--- src/hdl/tdat_pkg.sv ---
// Shared types, codes and the entry match function of the time-of-day alarm table.
package tdat_pkg;

  localparam int unsigned MinuteW = 11;

  // Item opcodes carried on the mode field.
  localparam logic MODE_TICK = 1'b0;
  localparam logic MODE_LOAD = 1'b1;

  // Sun filter codes. The reserved code behaves as "any".
  localparam logic [1:0] FILT_ANY  = 2'd0;
  localparam logic [1:0] FILT_UP   = 2'd1;
  localparam logic [1:0] FILT_DOWN = 2'd2;
  localparam logic [1:0] FILT_RSVD = 2'd3;

  typedef enum logic [2:0] {
    KIND_NONE    = 3'd0,
    KIND_MINUTE  = 3'd1,
    KIND_RISE    = 3'd2,
    KIND_SET     = 3'd3,
    KIND_RISE_LT = 3'd4,
    KIND_RISE_GE = 3'd5,
    KIND_SET_LT  = 3'd6,
    KIND_SET_GE  = 3'd7
  } kind_e;

  // One table word: fired mark plus the programmed entry.
  typedef struct packed {
    logic                 mark;
    kind_e                kind;
    logic [1:0]           filter;
    logic [MinuteW-1:0]   minute;
  } entry_t;

  typedef enum logic [1:0] {
    ST_IDLE   = 2'd0,
    ST_SCAN   = 2'd1,
    ST_DRAIN  = 2'd2,
    ST_FINISH = 2'd3
  } state_e;

  function automatic logic entry_active(input entry_t e,
                                        input logic [MinuteW-1:0] now,
                                        input logic [MinuteW-1:0] rise,
                                        input logic [MinuteW-1:0] sset,
                                        input logic up);
    logic blocked;
    logic hit;
    blocked = ((e.filter == FILT_UP) && !up) || ((e.filter == FILT_DOWN) && up);
    case (e.kind)
      KIND_MINUTE:  hit = (now == e.minute);
      KIND_RISE:    hit = (now == rise);
      KIND_SET:     hit = (now == sset);
      KIND_RISE_LT: hit = (now == rise) && (now < e.minute);
      KIND_RISE_GE: hit = (now == rise) && (now >= e.minute);
      KIND_SET_LT:  hit = (now == sset) && (now < e.minute);
      KIND_SET_GE:  hit = (now == sset) && (now >= e.minute);
      default:      hit = 1'b0;
    endcase
    return hit && !blocked;
  endfunction

endpackage

--- src/hdl/time_of_day_alarm_table_top.sv ---
// Top level of the time-of-day alarm table: sequencer, tick registers and result register.
//
// Usage: one input channel (in_valid_i/in_ready_o) carries an item that is either a
// load (mode 1) or a tick (mode 0); one output channel (out_valid_o/out_ready_i)
// returns exactly one result item per input item, in order.
// A load writes one table entry and clears its fired mark; its result carries a zero
// mask and sun_up 0. A load to an index at or above ENTRIES changes nothing.
// A tick walks the table one entry per cycle through the entry memory: the read of
// entry k overlaps the write-back of entry k-1's mark, so the walk is bound by the
// single read port. A tick passes through the scan, drain and finish states and a load
// goes straight to finish; the block returns to idle, ready for the next item, in the
// same cycle as its result is posted in the output register.
// A finished result sits in the output register; while the receiver stalls, the block
// still accepts the next item and works it up to the point of posting its result.
// Reset clears the sequencer, the output valid bit and the table valid bits, so every
// entry reads as kind none with a clear mark; no clearing pass is needed.
module time_of_day_alarm_table_top #(
  parameter int unsigned ENTRIES = 16
) (
  input  logic        clk_i,
  input  logic        rst_ni,
  input  logic        in_valid_i,
  output logic        in_ready_o,
  input  logic        mode_i,
  input  logic [10:0] now_minute_i,
  input  logic [10:0] sunrise_minute_i,
  input  logic [10:0] sunset_minute_i,
  input  logic [3:0]  entry_index_i,
  input  logic [2:0]  entry_kind_i,
  input  logic [1:0]  sun_filter_i,
  input  logic [10:0] limit_minute_i,
  output logic        out_valid_o,
  input  logic        out_ready_i,
  output logic [15:0] fired_mask_o,
  output logic        sun_up_o
);

  localparam int unsigned IdxW = (ENTRIES > 1) ? $clog2(ENTRIES) : 1;

  tdat_pkg::state_e state_q, state_d;
  logic [IdxW-1:0] cnt_q, cnt_d;
  logic [IdxW-1:0] wr_idx_q, wr_idx_d;
  logic            pend_q, pend_d;
  logic            mode_q;
  logic [10:0]     now_q, rise_q, set_q;
  logic            up_q;
  logic [15:0]     mask_q, mask_d;
  logic            out_valid_q;
  logic [15:0]     fired_mask_q;
  logic            sun_up_q;
  logic            out_load;

  logic             ram_we;
  logic [IdxW-1:0]  ram_waddr;
  tdat_pkg::entry_t ram_wdata;
  logic [IdxW-1:0]  ram_raddr;
  tdat_pkg::entry_t ram_rdata;

  logic            accept;
  logic            act;
  logic            fire;
  logic [6:0]      wr_ext;
  logic            load_in_range;
  logic [1:0]      filt_norm;

  assign accept        = in_valid_i && in_ready_o;
  assign in_ready_o    = (state_q == tdat_pkg::ST_IDLE);
  assign load_in_range = ({3'b000, entry_index_i} < 7'(ENTRIES));
  assign filt_norm     = (sun_filter_i == tdat_pkg::FILT_RSVD) ? tdat_pkg::FILT_ANY
                                                               : sun_filter_i;

  // Match of the entry whose read data returned this cycle.
  assign act    = tdat_pkg::entry_active(ram_rdata, now_q, rise_q, set_q, up_q);
  assign fire   = pend_q && act && !ram_rdata.mark;
  assign wr_ext = 7'(wr_idx_q);

  tdat_entry_ram #(
    .ENTRIES (ENTRIES),
    .IdxW    (IdxW)
  ) u_ram (
    .clk_i   (clk_i),
    .rst_ni  (rst_ni),
    .we_i    (ram_we),
    .waddr_i (ram_waddr),
    .wdata_i (ram_wdata),
    .raddr_i (ram_raddr),
    .rdata_o (ram_rdata)
  );

  always_comb begin
    state_d   = state_q;
    cnt_d     = cnt_q;
    wr_idx_d  = wr_idx_q;
    pend_d    = 1'b0;
    mask_d    = mask_q;
    out_load  = 1'b0;
    ram_raddr = cnt_q;
    ram_waddr = wr_idx_q;
    ram_wdata = ram_rdata;
    ram_we    = 1'b0;

    // Write back the mark of the entry read in the previous cycle.
    if (pend_q) begin
      ram_we         = 1'b1;
      ram_wdata.mark = act;
      if (fire && (wr_ext < 7'd16)) begin
        mask_d = mask_q | (16'd1 << wr_ext[3:0]);
      end
    end

    case (state_q)
      tdat_pkg::ST_IDLE: begin
        if (in_valid_i) begin
          mask_d = '0;
          if (mode_i == tdat_pkg::MODE_LOAD) begin
            state_d = tdat_pkg::ST_FINISH;
            if (load_in_range) begin
              ram_we           = 1'b1;
              ram_waddr        = IdxW'(entry_index_i);
              ram_wdata.mark   = 1'b0;
              ram_wdata.kind   = tdat_pkg::kind_e'(entry_kind_i);
              ram_wdata.filter = filt_norm;
              ram_wdata.minute = limit_minute_i;
            end
          end else begin
            cnt_d   = '0;
            state_d = tdat_pkg::ST_SCAN;
          end
        end
      end
      tdat_pkg::ST_SCAN: begin
        pend_d   = 1'b1;
        wr_idx_d = cnt_q;
        if (cnt_q == IdxW'(ENTRIES - 1)) begin
          state_d = tdat_pkg::ST_DRAIN;
        end else begin
          cnt_d = cnt_q + 1'b1;
        end
      end
      tdat_pkg::ST_DRAIN: begin
        state_d = tdat_pkg::ST_FINISH;
      end
      tdat_pkg::ST_FINISH: begin
        if (!out_valid_q || out_ready_i) begin
          out_load = 1'b1;
          state_d  = tdat_pkg::ST_IDLE;
        end
      end
      default: begin
        state_d = tdat_pkg::ST_IDLE;
      end
    endcase
  end

  always_ff @(posedge clk_i or negedge rst_ni) begin
    if (!rst_ni) begin
      state_q     <= tdat_pkg::ST_IDLE;
      cnt_q       <= '0;
      wr_idx_q    <= '0;
      pend_q      <= 1'b0;
      out_valid_q <= 1'b0;
    end else begin
      state_q  <= state_d;
      cnt_q    <= cnt_d;
      wr_idx_q <= wr_idx_d;
      pend_q   <= pend_d;
      if (out_load) begin
        out_valid_q <= 1'b1;
      end else if (out_ready_i) begin
        out_valid_q <= 1'b0;
      end
    end
  end

  // Item payload and result registers.
  always_ff @(posedge clk_i) begin
    mask_q <= mask_d;
    if (accept) begin
      mode_q <= mode_i;
      now_q  <= now_minute_i;
      rise_q <= sunrise_minute_i;
      set_q  <= sunset_minute_i;
      up_q   <= (mode_i == tdat_pkg::MODE_TICK) &&
                (now_minute_i >= sunrise_minute_i) && (now_minute_i < sunset_minute_i);
    end
    if (out_load) begin
      fired_mask_q <= mask_q;
      sun_up_q     <= up_q;
    end
  end

  assign out_valid_o  = out_valid_q;
  assign fired_mask_o = fired_mask_q;
  assign sun_up_o     = sun_up_q;

`ifndef SYNTHESIS
  // A pending write-back only exists while the table walk is running.
  assert property (@(posedge clk_i) disable iff (!rst_ni)
    pend_q |-> (state_q == tdat_pkg::ST_SCAN) || (state_q == tdat_pkg::ST_DRAIN))
    else $error("mark write-back outside the table walk");

  // A load never reports fired entries.
  assert property (@(posedge clk_i) disable iff (!rst_ni)
    (state_q == tdat_pkg::ST_FINISH) && (mode_q == tdat_pkg::MODE_LOAD) |-> (mask_q == '0))
    else $error("load result carries a nonzero mask");

  // Once the output slot is free, the result is posted and the block goes idle.
  assert property (@(posedge clk_i) disable iff (!rst_ni)
    (state_q == tdat_pkg::ST_FINISH) && (!out_valid_q || out_ready_i)
      |=> out_valid_o && (state_q == tdat_pkg::ST_IDLE))
    else $error("result not posted from finish state");

  // The walk always passes through the drain state before the result is posted.
  assert property (@(posedge clk_i) disable iff (!rst_ni)
    (state_q == tdat_pkg::ST_DRAIN) |=> (state_q == tdat_pkg::ST_FINISH) && !pend_q)
    else $error("drain did not close the table walk");
`endif

endmodule

--- src/hdl/tdat_entry_ram.sv ---
// Entry table memory with one write port, one registered read port and per-entry valid bits.
module tdat_entry_ram #(
  parameter int unsigned ENTRIES = 16,
  parameter int unsigned IdxW    = 4
) (
  input  logic                clk_i,
  input  logic                rst_ni,
  input  logic                we_i,
  input  logic [IdxW-1:0]     waddr_i,
  input  tdat_pkg::entry_t    wdata_i,
  input  logic [IdxW-1:0]     raddr_i,
  output tdat_pkg::entry_t    rdata_o
);

  tdat_pkg::entry_t mem [ENTRIES];
  tdat_pkg::entry_t rd_word_q;
  logic [ENTRIES-1:0] vld_q;
  logic rd_vld_q;

  always_ff @(posedge clk_i) begin
    if (we_i) begin
      mem[waddr_i] <= wdata_i;
    end
    rd_word_q <= mem[raddr_i];
  end

  // An entry never written reads as kind none with a clear mark.
  always_ff @(posedge clk_i or negedge rst_ni) begin
    if (!rst_ni) begin
      vld_q    <= '0;
      rd_vld_q <= 1'b0;
    end else begin
      if (we_i) begin
        vld_q[waddr_i] <= 1'b1;
      end
      rd_vld_q <= vld_q[raddr_i];
    end
  end

  assign rdata_o = rd_vld_q ? rd_word_q : '0;

endmodule
--- config.mk ---
export PLATFORM = sky130hd
export DESIGN_NAME = time_of_day_alarm_table_top
export DESIGN_NICKNAME = d
export VERILOG_FILES = /design/src/hdl/tdat_pkg.sv /design/src/hdl/time_of_day_alarm_table_top.sv /design/src/hdl/tdat_entry_ram.sv
export SDC_FILE = /design/constraint.sdc
export NUM_CORES = 1
export LEC_CHECK = 0
export ABC_AREA = 1
export BUFFER_PORTS_ARGS = -buffer_cell sky130_fd_sc_hd__buf_2
export CELL_PAD_IN_SITES_DETAIL_PLACEMENT = 1
export CELL_PAD_IN_SITES_GLOBAL_PLACEMENT = 1
export CORE_ASPECT_RATIO = 1.25
export CORE_MARGIN = 2
export CORE_UTILIZATION = 50
export DETAILED_ROUTE_END_ITERATION = 16
export PLACE_DENSITY = 0.76
export SLEW_MARGIN = 30
export SYNTH_ARGS = -nofsm -noshare
export SYNTH_HDL_FRONTEND = slang
export SYNTH_SLANG_ARGS = --single-unit
--- constraint.sdc ---
create_clock -name clk_i -period 3.85 [get_ports clk_i]
set_input_delay 0.5775 -clock clk_i [delete_from_list [all_inputs] [get_ports clk_i]]
set_output_delay 0.5775 -clock clk_i [all_outputs]
set_load 0.1 [all_outputs]
==> qor.yml, run 1 <==
outcome:
  status: "completed"
global_route:
  grt_max_degree: 95
  grt_pass1_wl_mm: 68.90
  gr-total-overflow: 0
  antenna_found_initial: 0
  grt_pass1_vias: 11840
  grt_usage: 0.2788
pwr:
  power_density_nw_per_um2: 736.3
  p_leak_nw: 6.833
  power.internal_w: 0.008680
  switching_share: 0.3514
  pwr-share-comb: 0.280
  p_sw_w: 0.004703
  pwr-share-clk: 0.275
  ir_worst_vdd_uv: 395.6
  power_frac_seq: 0.444
routing:
  vias: 11100
  firstDrtPassIters: 9
  wl_per_cell_um: 24.37
  routed_wl_mm: 45.69
  drt_iter0_markers: 1048
  avgViaCountPerCell: 5.921
  ant_nets: 0
  post-route-drc-count: 0
synth:
  ys_seq_area_frac: 0.6970
  syn_area_per_cell_um2: 11.93
  synth_cell_types: 42
  syn-cell-area_um2: 15910
  synthesis.nets: 1428
  synth_cells: 1333
  yosys_warnings: 0
  synth_edf_count: 323
  synthArstFlopShare: 0.07532
  ys_seq_elements: 385
  synth_ff_type: "edfxtp_1"
clock_network:
  clock-sinks: 385
  clk_pin_slew_ps: 70
  cts.repair.resized: 0
  clockBufferDepth: 3
  cts_hold_buf: 0
  cts_tree: "done"
  post-cts-setup-buffers: 0
  insertion_delay_ps: 550
  ctsRootBufferMaster: "clkbuf_16"
  h-tree-depth: 2
  numCtsBuffers: 37
worst_setup_path:
  critPathBufInv: 1
  critPathTopFamily: "simple AND/OR/NAND/NOR gates"
  cp_common_cell: "nor2_1"
  max_stage_delay_ps: 730
  critPathCaptureType: "register"
  startpoint_type: "register"
  cp_cell_sequence: "nand2_1, ha_1, nand2_1, nor2_1, nand2_2, nor2_1, nor2_1, nand4_1, nand3_2, nand3_1, o21ai_0, buf_4"
  slowest_stage: "dfrtp_1"
  criticalPathCategory: "register to register"
  critPathArrivalTime_ps: 3250
  cp_max_fo: 20
  cp.required_ps: 4120
timing:
  grt_setup_unrepaired: "no"
  finalHoldViolCount: 0
  fmax_mhz: 335.4
  slew-limit-headroom: 0.4122
  setup_viol: 0
  worst_pin_slew_ps: 880.5
  slew_violations: 0
  skew_ps: 19.41
  finalCritPeriodShare: 0.7743
  tns_ps: 0
  period_needed_ps: 2981
final_layout:
  design_area_um2: 18180
  drive_gt1_frac: 0.1538
  layoutNonFillerInstCount: 1875
  area_growth_pct: 14.28
  num-nets-final: 1529
  utilization: 0.5751
  antenna_cells: 0
floorplanning:
  start_util: 0.5033
  rows: 73
  die_y_um: 203.4
  fp.dieW_um: 163.5
  design.die.area_um2: 33260
  core_um2: 31600
  num_io_pins: 77
place:
  portBuffers: 76
  place_area_um2: 16940
  placedCellCount: 1807
  gp_congestion: 0.8090
  dp_hpwl_mm: 27.98
run:
  maxCapViolCount: 0
worst_hold_path:
  hp-class: "input pin to asynchronous set/reset pin"
[Yosys cell counts, types with 4 or more instances]
master / number / area share
dfxtp_1: 33 / 0.042
o21ai_2: 4 / 0.0022
nand4_1: 35 / 0.014
a221oi_1: 20 / 0.011
o22ai_1: 20 / 0.0079
edfxtp_1: 323 / 0.61
o21ai_0: 135 / 0.042
o221ai_1: 14 / 0.0077
nand3_1: 51 / 0.016
nand2_1: 229 / 0.054
buf_2: 15 / 0.0047
nor2_1: 121 / 0.029
inv_2: 5 / 0.0012
ha_1: 37 / 0.029
inv_1: 83 / 0.020
or2_1: 8 / 0.0031
dfrtp_1: 29 / 0.046
nand3_2: 5 / 0.0031
a21oi_1: 78 / 0.025
xnor2_1: 13 / 0.0072
clkbuf_1: 39 / 0.0092
[cell usage in the layout, fill, tap and decap left out, types with 13 or more instances in the layout]
master     netlist  layout
a21oi_1         78      78
a221oi_1        20      20
buf_2           15      76
buf_4            0      45
clkbuf_16        0      37
dfrtp_1         29      28
dfxtp_1         33      33
edfxtp_1       323     323
ha_1            37      37
inv_1           83      83
nand2_1        229     229
nand3_1         51      51
nand4_1         35      35
nor2_1         121     105
nor2_2           3      19
o21ai_0        135     132
o221ai_1        14      14
o22ai_1         20      20
xnor2_1         13      13
[per-layer routing]
| layer | vias up | GRT usage | wire, um |
|---|---|---|---|
| met1 | 5604 | 0.3360 | 17610 |
| met4 | 0 | 0.1156 | 1771 |
| met3 | 116 | 0.05105 | 2884 |
| met2 | 418 | 0.4914 | 23420 |
| met5 | - | 0 | 0 |
| li1 | 4963 | - | - |
[power groups by stage]
stage               Clock (W)  Combinational, W  Sequential, W
global route          0.00388           0.00410        0.00598
floorplan                   0           0.00210        0.00621
global placement            0           0.00348        0.00599
finish                0.00369           0.00375        0.00595
detailed placement          0           0.00368        0.00602
CTS                   0.00373           0.00373        0.00594
[final timing paths]
path | start | end | slack, ps | depth (start not counted)
max in group asynchronous | rst_ni | cnt_q[0]$_DFFE_PN0P_ | 3250 | 1
setup / recovery | u_ram.rd_vld_q$_DFF_PN0_ | u_ram.mem[14][16]$_DFFE_PP_ | 870 | 12
hold reg to reg | mask_q[7]$_DFF_P_ | fired_mask_o[7]$_DFFE_PP_ | 430 | 0
setup reg to reg | u_ram.rd_vld_q$_DFF_PN0_ | u_ram.mem[14][16]$_DFFE_PP_ | 870 | 12
min in group clk_i | sunset_minute_i[2] | set_q[2]$_DFFE_PP_ | 230 | 1
hold / removal | rst_ni | u_ram.vld_q[6]$_DFFE_PN0N_ | 80 | 1
[metrics by stage]
stage / power (W) / hold WS (ps) / worst slack (ps)
2_1_floorplan: 0.008308 / 281.9 / 535.9
3_3_place_gp: 0.009476 / 411.5 / 960.9
3_5_place_dp: 0.009704 / 416.8 / 887.0
4_1_cts: 0.01340 / 94.91 / 868.0
5_1_grt: 0.01396 / 127.9 / 603.1
6_report: 0.01338 / 80.97 / 868.9
[layout make-up]
class                      count  area [um2]
inverter                      90       339.1
tap                          412       515.5
fill                        3270       13430
clock buffer                  52        1052
multi-input combinational    797        4253
sequential                   385       11090
timing repair buffer         123       749.5
clock inverter                16       177.7
[registers in the layout (all words and copies together), names as in the netlist, 11 cells and up]
signal           flops
rise_q              11
mask_q              16
set_q               11
u_ram.mem          272
u_ram.vld_q         16
now_q               11
fired_mask_o        16
u_ram.rd_word_q     17
[kinds of logic after synthesis]
group                      Yosys count  share of synthesized area
DFF                                385                     0.6970
AOI/OAI and AO/OA                  280                     0.1003
adders and majority gates           37                    0.02911
xor gates and xnor gates            15                   0.008260
and+or+nand+nor                    465                     0.1265
buffers and inverters              151                    0.03886
(Power assumes the default switching activity.)
==> inputs of run 2 (changes only) <==
--- a/config.mk
+++ b/config.mk
@@ -5,13 +5,13 @@
 export SDC_FILE = /design/constraint.sdc
 export NUM_CORES = 1
 export LEC_CHECK = 0
-export ABC_AREA = 1
+export ABC_AREA = 0
 export BUFFER_PORTS_ARGS = -buffer_cell sky130_fd_sc_hd__buf_2
 export CELL_PAD_IN_SITES_DETAIL_PLACEMENT = 1
 export CELL_PAD_IN_SITES_GLOBAL_PLACEMENT = 1
 export CORE_ASPECT_RATIO = 1.25
 export CORE_MARGIN = 2
-export CORE_UTILIZATION = 50
+export CORE_UTILIZATION = 52
 export DETAILED_ROUTE_END_ITERATION = 16
 export PLACE_DENSITY = 0.76
 export SLEW_MARGIN = 30
==> constraint.sdc (replaced) <==
create_clock -name clk_i -period 2.8 [get_ports clk_i]
set_input_delay 0.42 -clock clk_i [delete_from_list [all_inputs] [get_ports clk_i]]
set_output_delay 0.42 -clock clk_i [all_outputs]
set_load 0.1 [all_outputs]
==> run 2 against run 1 <==
  * Via count down 17%
  * Synthesized area down 1.8%
  * Critical endpoint is now u_ram.mem[11][6]$_DFFE_PP_
  * Routed wire length down 13%
  * Largest cell class unchanged
==> qor.yml, run 2 <==
global_route:
  grt_pass1_wl_mm: 60.90  # was 68.90 mm
  antenna_found_initial: 0  # unchanged
  gr-total-overflow: 0  # unchanged
  grt_max_degree: 41  # was 95
  grt_usage: 0.2596  # was 0.2788
  grt_pass1_vias: 9926  # was 11.84k
final_layout:
  num-nets-final: 1224  # was 1,529
  antenna_cells: 0  # unchanged
  largest_reg_flops: 272  # unchanged
  drive_gt1_frac: 0.2698  # was 0.1538
  design_area_um2: 18430  # was 18,180 um2
  area_growth_pct: 17.92  # was 14.28%
  final_common_cell: "edfxtp_1"  # unchanged
  layoutNonFillerInstCount: 1556  # was 1,875
  top_register: "u_ram.mem"  # unchanged
  layout_common_cells: "edfxtp_1 (323), nand2_1 (84), buf_2 (76), o21ai_0 (65), mux2i_1 (55)"  # was edfxtp_1 (323), nand2_1 (229), o21ai_0 (132), nor2_1 (105), inv_1 (83)
  top_regs: "u_ram.mem x272, u_ram.rd_word_q x17"  # unchanged
  utilization: 0.6261  # was 0.5751
pwr:
  power.internal_w: 0.01231  # was 0.008680 W
  switching_share: 0.3230  # was 0.3514
  p_leak_nw: 6.526  # was 6.833 nW
  power_density_nw_per_um2: 986.5  # was 736.3 nW/um2
  p_sw_w: 0.005871  # was 0.004703 W
  ir_worst_vdd_uv: 592.7  # was 395.6 uV
  pwr-share-clk: 0.284  # was 0.275
  pwr-share-comb: 0.269  # was 0.280
  power_frac_seq: 0.447  # was 0.444
synth:
  synth_cell_types: 49  # was 42
  ys_seq_area_frac: 0.7094  # was 0.6970
  synthesis.nets: 1084  # was 1,428
  synth-compound-area-share: 0.07046  # was 0.1003
  synth_top_area_cell: "edfxtp_1"  # unchanged
  ys_top_cells_by_count: "edfxtp_1 (323), nand2_1 (86), o21ai_0 (65), mux2i_1 (55), ha_1 (37)"  # was edfxtp_1 (323), nand2_1 (229), o21ai_0 (135), nor2_1 (121), inv_1 (83)
  synth_top_family_by_area: "multiplexers"  # was simple AND/OR/NAND/NOR gates
  ys_seq_elements: 385  # unchanged
  ys_top_cells_by_area: "edfxtp_1 (62%), mux4_2 (5.2%), dfrtp_1 (4.6%)"  # was edfxtp_1 (61%), nand2_1 (5.4%), dfrtp_1 (4.6%)
  synth_most_common_cell: "edfxtp_1"  # unchanged
  muxShareOfSynthArea: 0.1030  # was 0
  synth_ff_type: "edfxtp_1"  # unchanged
  synth_xor_area_frac: 0.01233  # was 0.008260
  synthArstFlopShare: 0.07532  # unchanged
  synth_edf_count: 323  # unchanged
  synth_fa_ha_area_frac: 0.02963  # was 0.02911
  syn_area_per_cell_um2: 15.80  # was 11.93 um2
  syn-cell-area_um2: 15630  # was 15,910 um2
  synthSimpleGateAreaFrac: 0.05493  # was 0.1265
  yosys_warnings: 0  # unchanged
  synth_top_area_frac: 0.6207  # was 0.6098
  synth_cells: 989  # was 1,333
clock_network:
  ctsRootBufferMaster: "clkbuf_16"  # unchanged
  clk_pin_slew_ps: 60  # was 70 ps
  clockBufferDepth: 3  # unchanged
  clock-sinks: 385  # unchanged
  cts_tree: "done"  # unchanged
  numCtsBuffers: 39  # was 37
  h-tree-depth: 2  # unchanged
  insertion_delay_ps: 560  # was 550 ps
routing:
  post-route-drc-count: 0  # unchanged
  ant_nets: 0  # unchanged
  avgViaCountPerCell: 5.914  # was 5.921
  vias: 9202  # was 11.10k
  firstDrtPassIters: 5  # was 9
  drt_iter0_markers: 609  # was 1,048
  routed_wl_mm: 39.93  # was 45.69 mm
  wl_per_cell_um: 25.66  # was 24.37 um
run:
  maxCapViolCount: 0  # unchanged
floorplanning:
  fp.dieW_um: 159.1  # was 163.5 um
  die_y_um: 197.8  # was 203.4 um
  core_um2: 29430  # was 31,600 um2
  num_io_pins: 77  # unchanged
  design.die.area_um2: 31460  # was 33,260 um2
  start_util: 0.5310  # was 0.5033
  rows: 70  # was 73
timing:
  worst_pin_slew_ps: 798.6  # was 880.5 ps
  slew-limit-headroom: 0.4663  # was 0.4122
  period_needed_ps: 2555  # was 2981 ps
  finalCritPeriodShare: 0.9125  # was 0.7743
  fmax_mhz: 391.4  # was 335.4 MHz
  setup_viol: 0  # unchanged
  grt_setup_unrepaired: "no"  # unchanged
  finalHoldViolCount: 0  # unchanged
  skew_ps: 24.09  # was 19.41 ps
  slew_violations: 0  # unchanged
  final.setup.worst_slack_ps: 244.9  # was 868.9 ps
worst_setup_path:
  cp_cell_sequence: "inv_1, ha_4, and3_2, nor3b_1, a31oi_1, buf_4, nor2_2, buf_12"  # was nand2_1, ha_1, nand2_1, nor2_1, nand2_2, nor2_1, nor2_1, nand4_1, nand3_2, nand3_1, o21ai_0, buf_4
  slowest_stage: "nor2_2"  # was dfrtp_1
  cp.required_ps: 3060  # was 4120 ps
  max_stage_delay_ps: 540  # was 730 ps
  startpoint_type: "register"  # unchanged
  criticalPathCategory: "register to register"  # unchanged
  cp_max_fo: 16  # was 20
  critPathArrivalTime_ps: 2820  # was 3250 ps
  worstRegToRegCells: 8  # was 12
  critPathCaptureType: "register"  # unchanged
place:
  dp_hpwl_mm: 25.71  # was 27.98 mm
  placedCellCount: 1480  # was 1,807
  place_area_um2: 17090  # was 16,940 um2
  portBuffers: 76  # unchanged
  gp_congestion: 0.7886  # was 0.8090
  pre_cts_slack_ps: 76.66  # was 887.0 ps
worst_hold_path:
  hold_depth: 1
  hp-class: "input pin to register"  # was input pin to asynchronous set/reset pin
outcome:
  status: "completed"  # unchanged
==> run 2: cell types whose count changed in the layout (fill, tap and decap cells not counted), moves of 22 or more <==
cell | before | now
nand2_1 | 229 | 84
mux4_2 | 0 | 36
mux2i_1 | 0 | 55
nor2_1 | 105 | 10
mux2_2 | 0 | 22
nand3_1 | 51 | 10
inv_1 | 83 | 32
nand4_1 | 35 | 6
a21oi_1 | 78 | 28
o21ai_0 | 132 | 65
==> run 2: what timing repair did <==
action | CTS | global route
hold buffers | 1 | 0
setup buffers | 0 | 3
endpoints found under the setup margin | 0 | 30
resized for setup | 0 | 3
hold endpoints to repair | 29 | 0
==> run 2: cell type report <==
| class | count | area, um2 |
|---|---|---|
| Sequential cell | 385 | 11090 |
| Inverter | 33 | 127.6 |
| Clock buffer | 57 | 1145 |
| Clock inverter | 15 | 130.1 |
| Tap cell | 396 | 495.5 |
| Fill cell | 2723 | 11000 |
| Multi-Input combinational cell | 527 | 4388 |
| Timing Repair Buffer | 143 | 1049 |
==> run 2: worst max-delay path, delay by kind of cell, from the launching register on <==
family / cells / cell delay [ps]
simple gates: 3 / 1080
fa+ha+maj: 1 / 210
buf+inv: 3 / 510
flops: 1 / 390
compound gates: 1 / 80
==> run 2: power by group through the flow <==
stage	Sequential [W]	Clock, W	Combinational, W
CTS	0.00814	0.00523	0.00480
global placement	0.00821	0	0.00457
finish	0.00813	0.00516	0.00489
global route	0.00818	0.00545	0.00528
floorplan	0.00866	0	0.00262
detailed placement	0.00825	0	0.00476
==> run 2: logic make-up after synthesis <==
logic type,Yosys count
and+or+nand+nor,181
xor gates and xnor gates,22
buffers and inverters,77
muxes,113
AOI/OAI and AO/OA,174
adders and majority gates,37
DFF,385
==> run 2: routing by layer <==
| metal | global-route usage | vias to the layer above | routed length, um |
|---|---|---|---|
| li1 | - | 4098 | - |
| met1 | 0.3216 | 4769 | 15850 |
| met2 | 0.4702 | 266 | 21130 |
| met3 | 0.03561 | 69 | 1744 |
| met4 | 0.09091 | 0 | 1195 |
| met5 | 0 | - | 0 |
==> run 2: path summary, 6_finish.rpt <==
kind / slack [ps] / start / end
max: 240 / state_q[1]$_DFFE_PN0P_ / u_ram.mem[11][6]$_DFFE_PP_
max in group asynchronous: 1730 / rst_ni / cnt_q[0]$_DFFE_PN0P_
min: 70 / sunset_minute_i[3] / set_q[3]$_DFFE_PP_
min in group asynchronous: 480 / rst_ni / u_ram.vld_q[3]$_DFFE_PN0N_
max reg2reg: 240 / state_q[1]$_DFFE_PN0P_ / u_ram.mem[11][6]$_DFFE_PP_
min reg2reg: 430 / mask_q[10]$_DFF_P_ / fired_mask_o[10]$_DFFE_PP_
==> run 2: stage by stage <==
| step | total power [W] | hold slack (ps) | TNS, ps |
|---|---|---|---|
| 2_1_floorplan | 0.01128 | 124.4 | -3112 |
| 6_report | 0.01818 | 65.04 | 0 |
| 3_3_place_gp | 0.01278 | 414.2 | 0 |
| 5_1_grt | 0.01890 | 59.26 | 0 |
| 4_1_cts | 0.01817 | 49.71 | 0 |
| 3_5_place_dp | 0.01301 | 415.9 | 0 |
==> inputs of run 3 (changes only) <==
--- a/config.mk
+++ b/config.mk
@@ -13,6 +13,7 @@
 export CORE_MARGIN = 2
 export CORE_UTILIZATION = 52
 export DETAILED_ROUTE_END_ITERATION = 16
+export MAX_ROUTING_LAYER = met4
 export PLACE_DENSITY = 0.76
 export SLEW_MARGIN = 30
 export SYNTH_ARGS = -nofsm -noshare
==> run 3 against run 2 <==
  * Setup slack gained 17 ps
  * Sequential share of layout area is the same
  * Clock power is essentially flat
  * Via count is essentially flat
  * Final cell count is the same
  * Count of clock-buffer cells in the layout is the same
  * Routed wire length shrank 0.33%
  * Maximum frequency grew 0.66%
  * Global-route usage grew 0.80 points
  * Sequential power is essentially flat
  * Clock skew shrank 3.9 ps
==> qor.yml, run 3 (synthesis gave the netlist of run 2 again) <==
place:
  placedCellCount: 1480  # unchanged
  dp_hpwl_mm: 25.71  # unchanged
  portBuffers: 76  # unchanged
  pre_cts_slack_ps: 76.66  # unchanged
  gp_congestion: 0.7997  # was 0.7886
clock_network:
  clk_pin_slew_ps: 60  # about the same
  cts_tree: "done"  # unchanged
  numCtsBuffers: 39  # unchanged
  clockBufferDepth: 3  # unchanged
  clock-sinks: 385  # unchanged
  ctsRootBufferMaster: "clkbuf_16"  # unchanged
  insertion_delay_ps: 550  # was 560 ps
  h-tree-depth: 2  # unchanged
global_route:
  antenna_found_initial: 0  # unchanged
  gr-total-overflow: 0  # unchanged
  grt_pass1_wl_mm: 60.88  # was 60.90 mm
  grt_pass1_vias: 9903  # was 9,926
  grt_max_degree: 41  # unchanged
  grt_usage: 0.2676  # was 0.2596
final_layout:
  utilization: 0.6261  # unchanged
  antenna_cells: 0  # unchanged
  final-seq-area_um2: 11090  # unchanged
  layoutNonFillerInstCount: 1556  # unchanged
  area_growth_pct: 17.92  # unchanged
  largest_reg_flops: 272  # unchanged
  layout_common_cells: "edfxtp_1 (323), nand2_1 (84), buf_2 (76), o21ai_0 (65), mux2i_1 (55)"  # unchanged
  multi_input_comb_area_um2: 4388  # unchanged
  drive_gt1_frac: 0.2698  # unchanged
  n_fill_cell: 2723  # unchanged
  final_common_cell: "edfxtp_1"  # unchanged
  num-nets-final: 1224  # unchanged
  top_register: "u_ram.mem"  # unchanged
  top_regs: "u_ram.mem x272, u_ram.rd_word_q x17"  # unchanged
worst_setup_path:
  cp_cell_sequence: "inv_1, ha_4, and3_2, nor3b_1, a31oi_1, buf_4, nor2_2, buf_12"  # unchanged
  slowest_stage: "nor2_2"  # unchanged
  startpoint_type: "register"  # unchanged
  worstRegToRegCells: 8  # unchanged
  criticalPathCategory: "register to register"  # unchanged
  critPathArrivalTime_ps: 2800  # was 2820 ps
  r2r_setup_slack_ps: 260  # was 240 ps
  critPathCaptureType: "register"  # unchanged
  timing.rr.start: "state_q[1]$_DFFE_PN0P_"  # unchanged
  max_stage_delay_ps: 510  # was 540 ps
  r2r_end: "u_ram.mem[11][6]$_DFFE_PP_"  # unchanged
  cp.required_ps: 3060  # about the same
  cp_max_fo: 16  # unchanged
routing:
  routed_wl_mm: 39.79  # was 39.93 mm
  post-route-drc-count: 0  # unchanged
  avgViaCountPerCell: 5.920  # was 5.914
  firstDrtPassIters: 5  # unchanged
  vias: 9211  # was 9,202
  drt_iter0_markers: 585  # was 609
  ant_nets: 0  # unchanged
  wl_per_cell_um: 25.57  # was 25.66 um
floorplanning:
  die_y_um: 197.8  # unchanged
  start_util: 0.5310  # unchanged
  fp.dieW_um: 159.1  # unchanged
  rows: 70  # unchanged
  num_io_pins: 77  # unchanged
  core_um2: 29430  # unchanged
  design.die.area_um2: 31460  # unchanged
worst_hold_path:
  worstHoldStart: "sunset_minute_i[3]"  # unchanged
  hp-class: "input pin to register"  # unchanged
  hold_depth: 1  # unchanged
  holdPathEnd: "set_q[3]$_DFFE_PP_"  # unchanged
pwr:
  switching_share: 0.3222  # was 0.3230
  ir_worst_vdd_uv: 592.7  # about the same
  power_frac_seq: 0.447  # about the same
  power.internal_w: 0.01231  # about the same
  p_sw_w: 0.005849  # was 0.005871 W
  power_density_nw_per_um2: 985.4  # was 986.5 nW/um2
  pwr-share-comb: 0.269  # about the same
  pwr-share-clk: 0.284  # about the same
  p_leak_nw: 6.526  # unchanged
timing:
  slew_violations: 0  # unchanged
  grt_setup_unrepaired: "no"  # unchanged
  finalCritPeriodShare: 0.9066  # was 0.9125
  slew-limit-headroom: 0.4829  # was 0.4663
  skew_ps: 20.21  # was 24.09 ps
  final.setup.worst_slack_ps: 261.6  # was 244.9 ps
  period_needed_ps: 2538  # was 2555 ps
  setup_viol: 0  # unchanged
  worst_pin_slew_ps: 775.7  # was 798.6 ps
  fmax_mhz: 394.0  # was 391.4 MHz
  finalHoldViolCount: 0  # unchanged
outcome:
  status: "completed"  # unchanged
run:
  maxCapViolCount: 0  # unchanged
==> run 3: cell counts in the layout (fill, tap and decap cells not counted) <==
Identical to the previous run, type by type.
==> run 3: timing repair <==
item,in CTS,in global routing
hold buffers,1,0
setup endpoints to repair,0,30
hold endpoints to repair,29,0
buffers inserted,0,3
resized for setup,0,3
==> run 3: per-layer routing <==
layer / global-route usage / part of all wire / wire length (um)
met1: 0.3210 / 0.40 / 15780
met2: 0.4709 / 0.53 / 21210
met3: 0.03582 / 0.041 / 1636
met4: 0.09091 / 0.029 / 1168
met5: - / 0 / 0
==> run 3: area by class of cell <==
type | count | share of cell area
clock buffer | 57 | 0.06213
clock inverter | 15 | 0.007062
inverter | 33 | 0.006926
multi-input combinational | 527 | 0.2381
sequential | 385 | 0.6020
tap | 396 | 0.02689
timing repair buffer | 143 | 0.05690
==> run 3: worst max-delay path by stage <==
stage	from	to	cells after the start
final	state_q[1]$_DFFE_PN0P_	u_ram.mem[11][6]$_DFFE_PP_	8
after global routing	u_ram.rd_vld_q$_DFF_PN0_	mask_q[2]$_DFF_P_	11
after CTS	u_ram.rd_vld_q$_DFF_PN0_	mask_q[2]$_DFF_P_	10
after detailed placement	u_ram.rd_vld_q$_DFF_PN0_	mask_q[2]$_DFF_P_	10
after global placement	u_ram.rd_vld_q$_DFF_PN0_	u_ram.mem[13][16]$_DFFE_PP_	9
after floorplan	state_q[1]$_DFFE_PN0P_	u_ram.mem[8][0]$_DFFE_PP_	8
==> run 3: through the flow <==
stage	cell area, um2	hold slack [ps]	power, W	TNS (ps)
global placement	17090	414.2	0.01278	0
CTS	18370	49.71	0.01817	0
global route	18430	59.24	0.01890	0
finish	18430	65.13	0.01816	0
detailed placement	17090	415.9	0.01301	0
floorplan	15790	124.4	0.01128	-3112
==> run 3: power groups by stage <==
stage | sequential [W] | clock [W] | combinational, W
floorplan | 0.00866 | 0 | 0.00262
global route | 0.00818 | 0.00544 | 0.00528
detailed placement | 0.00825 | 0 | 0.00476
CTS | 0.00814 | 0.00523 | 0.00480
finish | 0.00812 | 0.00515 | 0.00488
global placement | 0.00821 | 0 | 0.00457
==> run 3: critical path: cells and delay by family, from the launching register on <==
| family | cells | cell delay [ps] |
|---|---|---|
| AOI/OAI and AO/OA | 1 | 80 |
| adders and majority gates | 1 | 210 |
| buffers and inverters | 3 | 510 |
| DFF | 1 | 390 |
| and+or+nand+nor | 3 | 1050 |
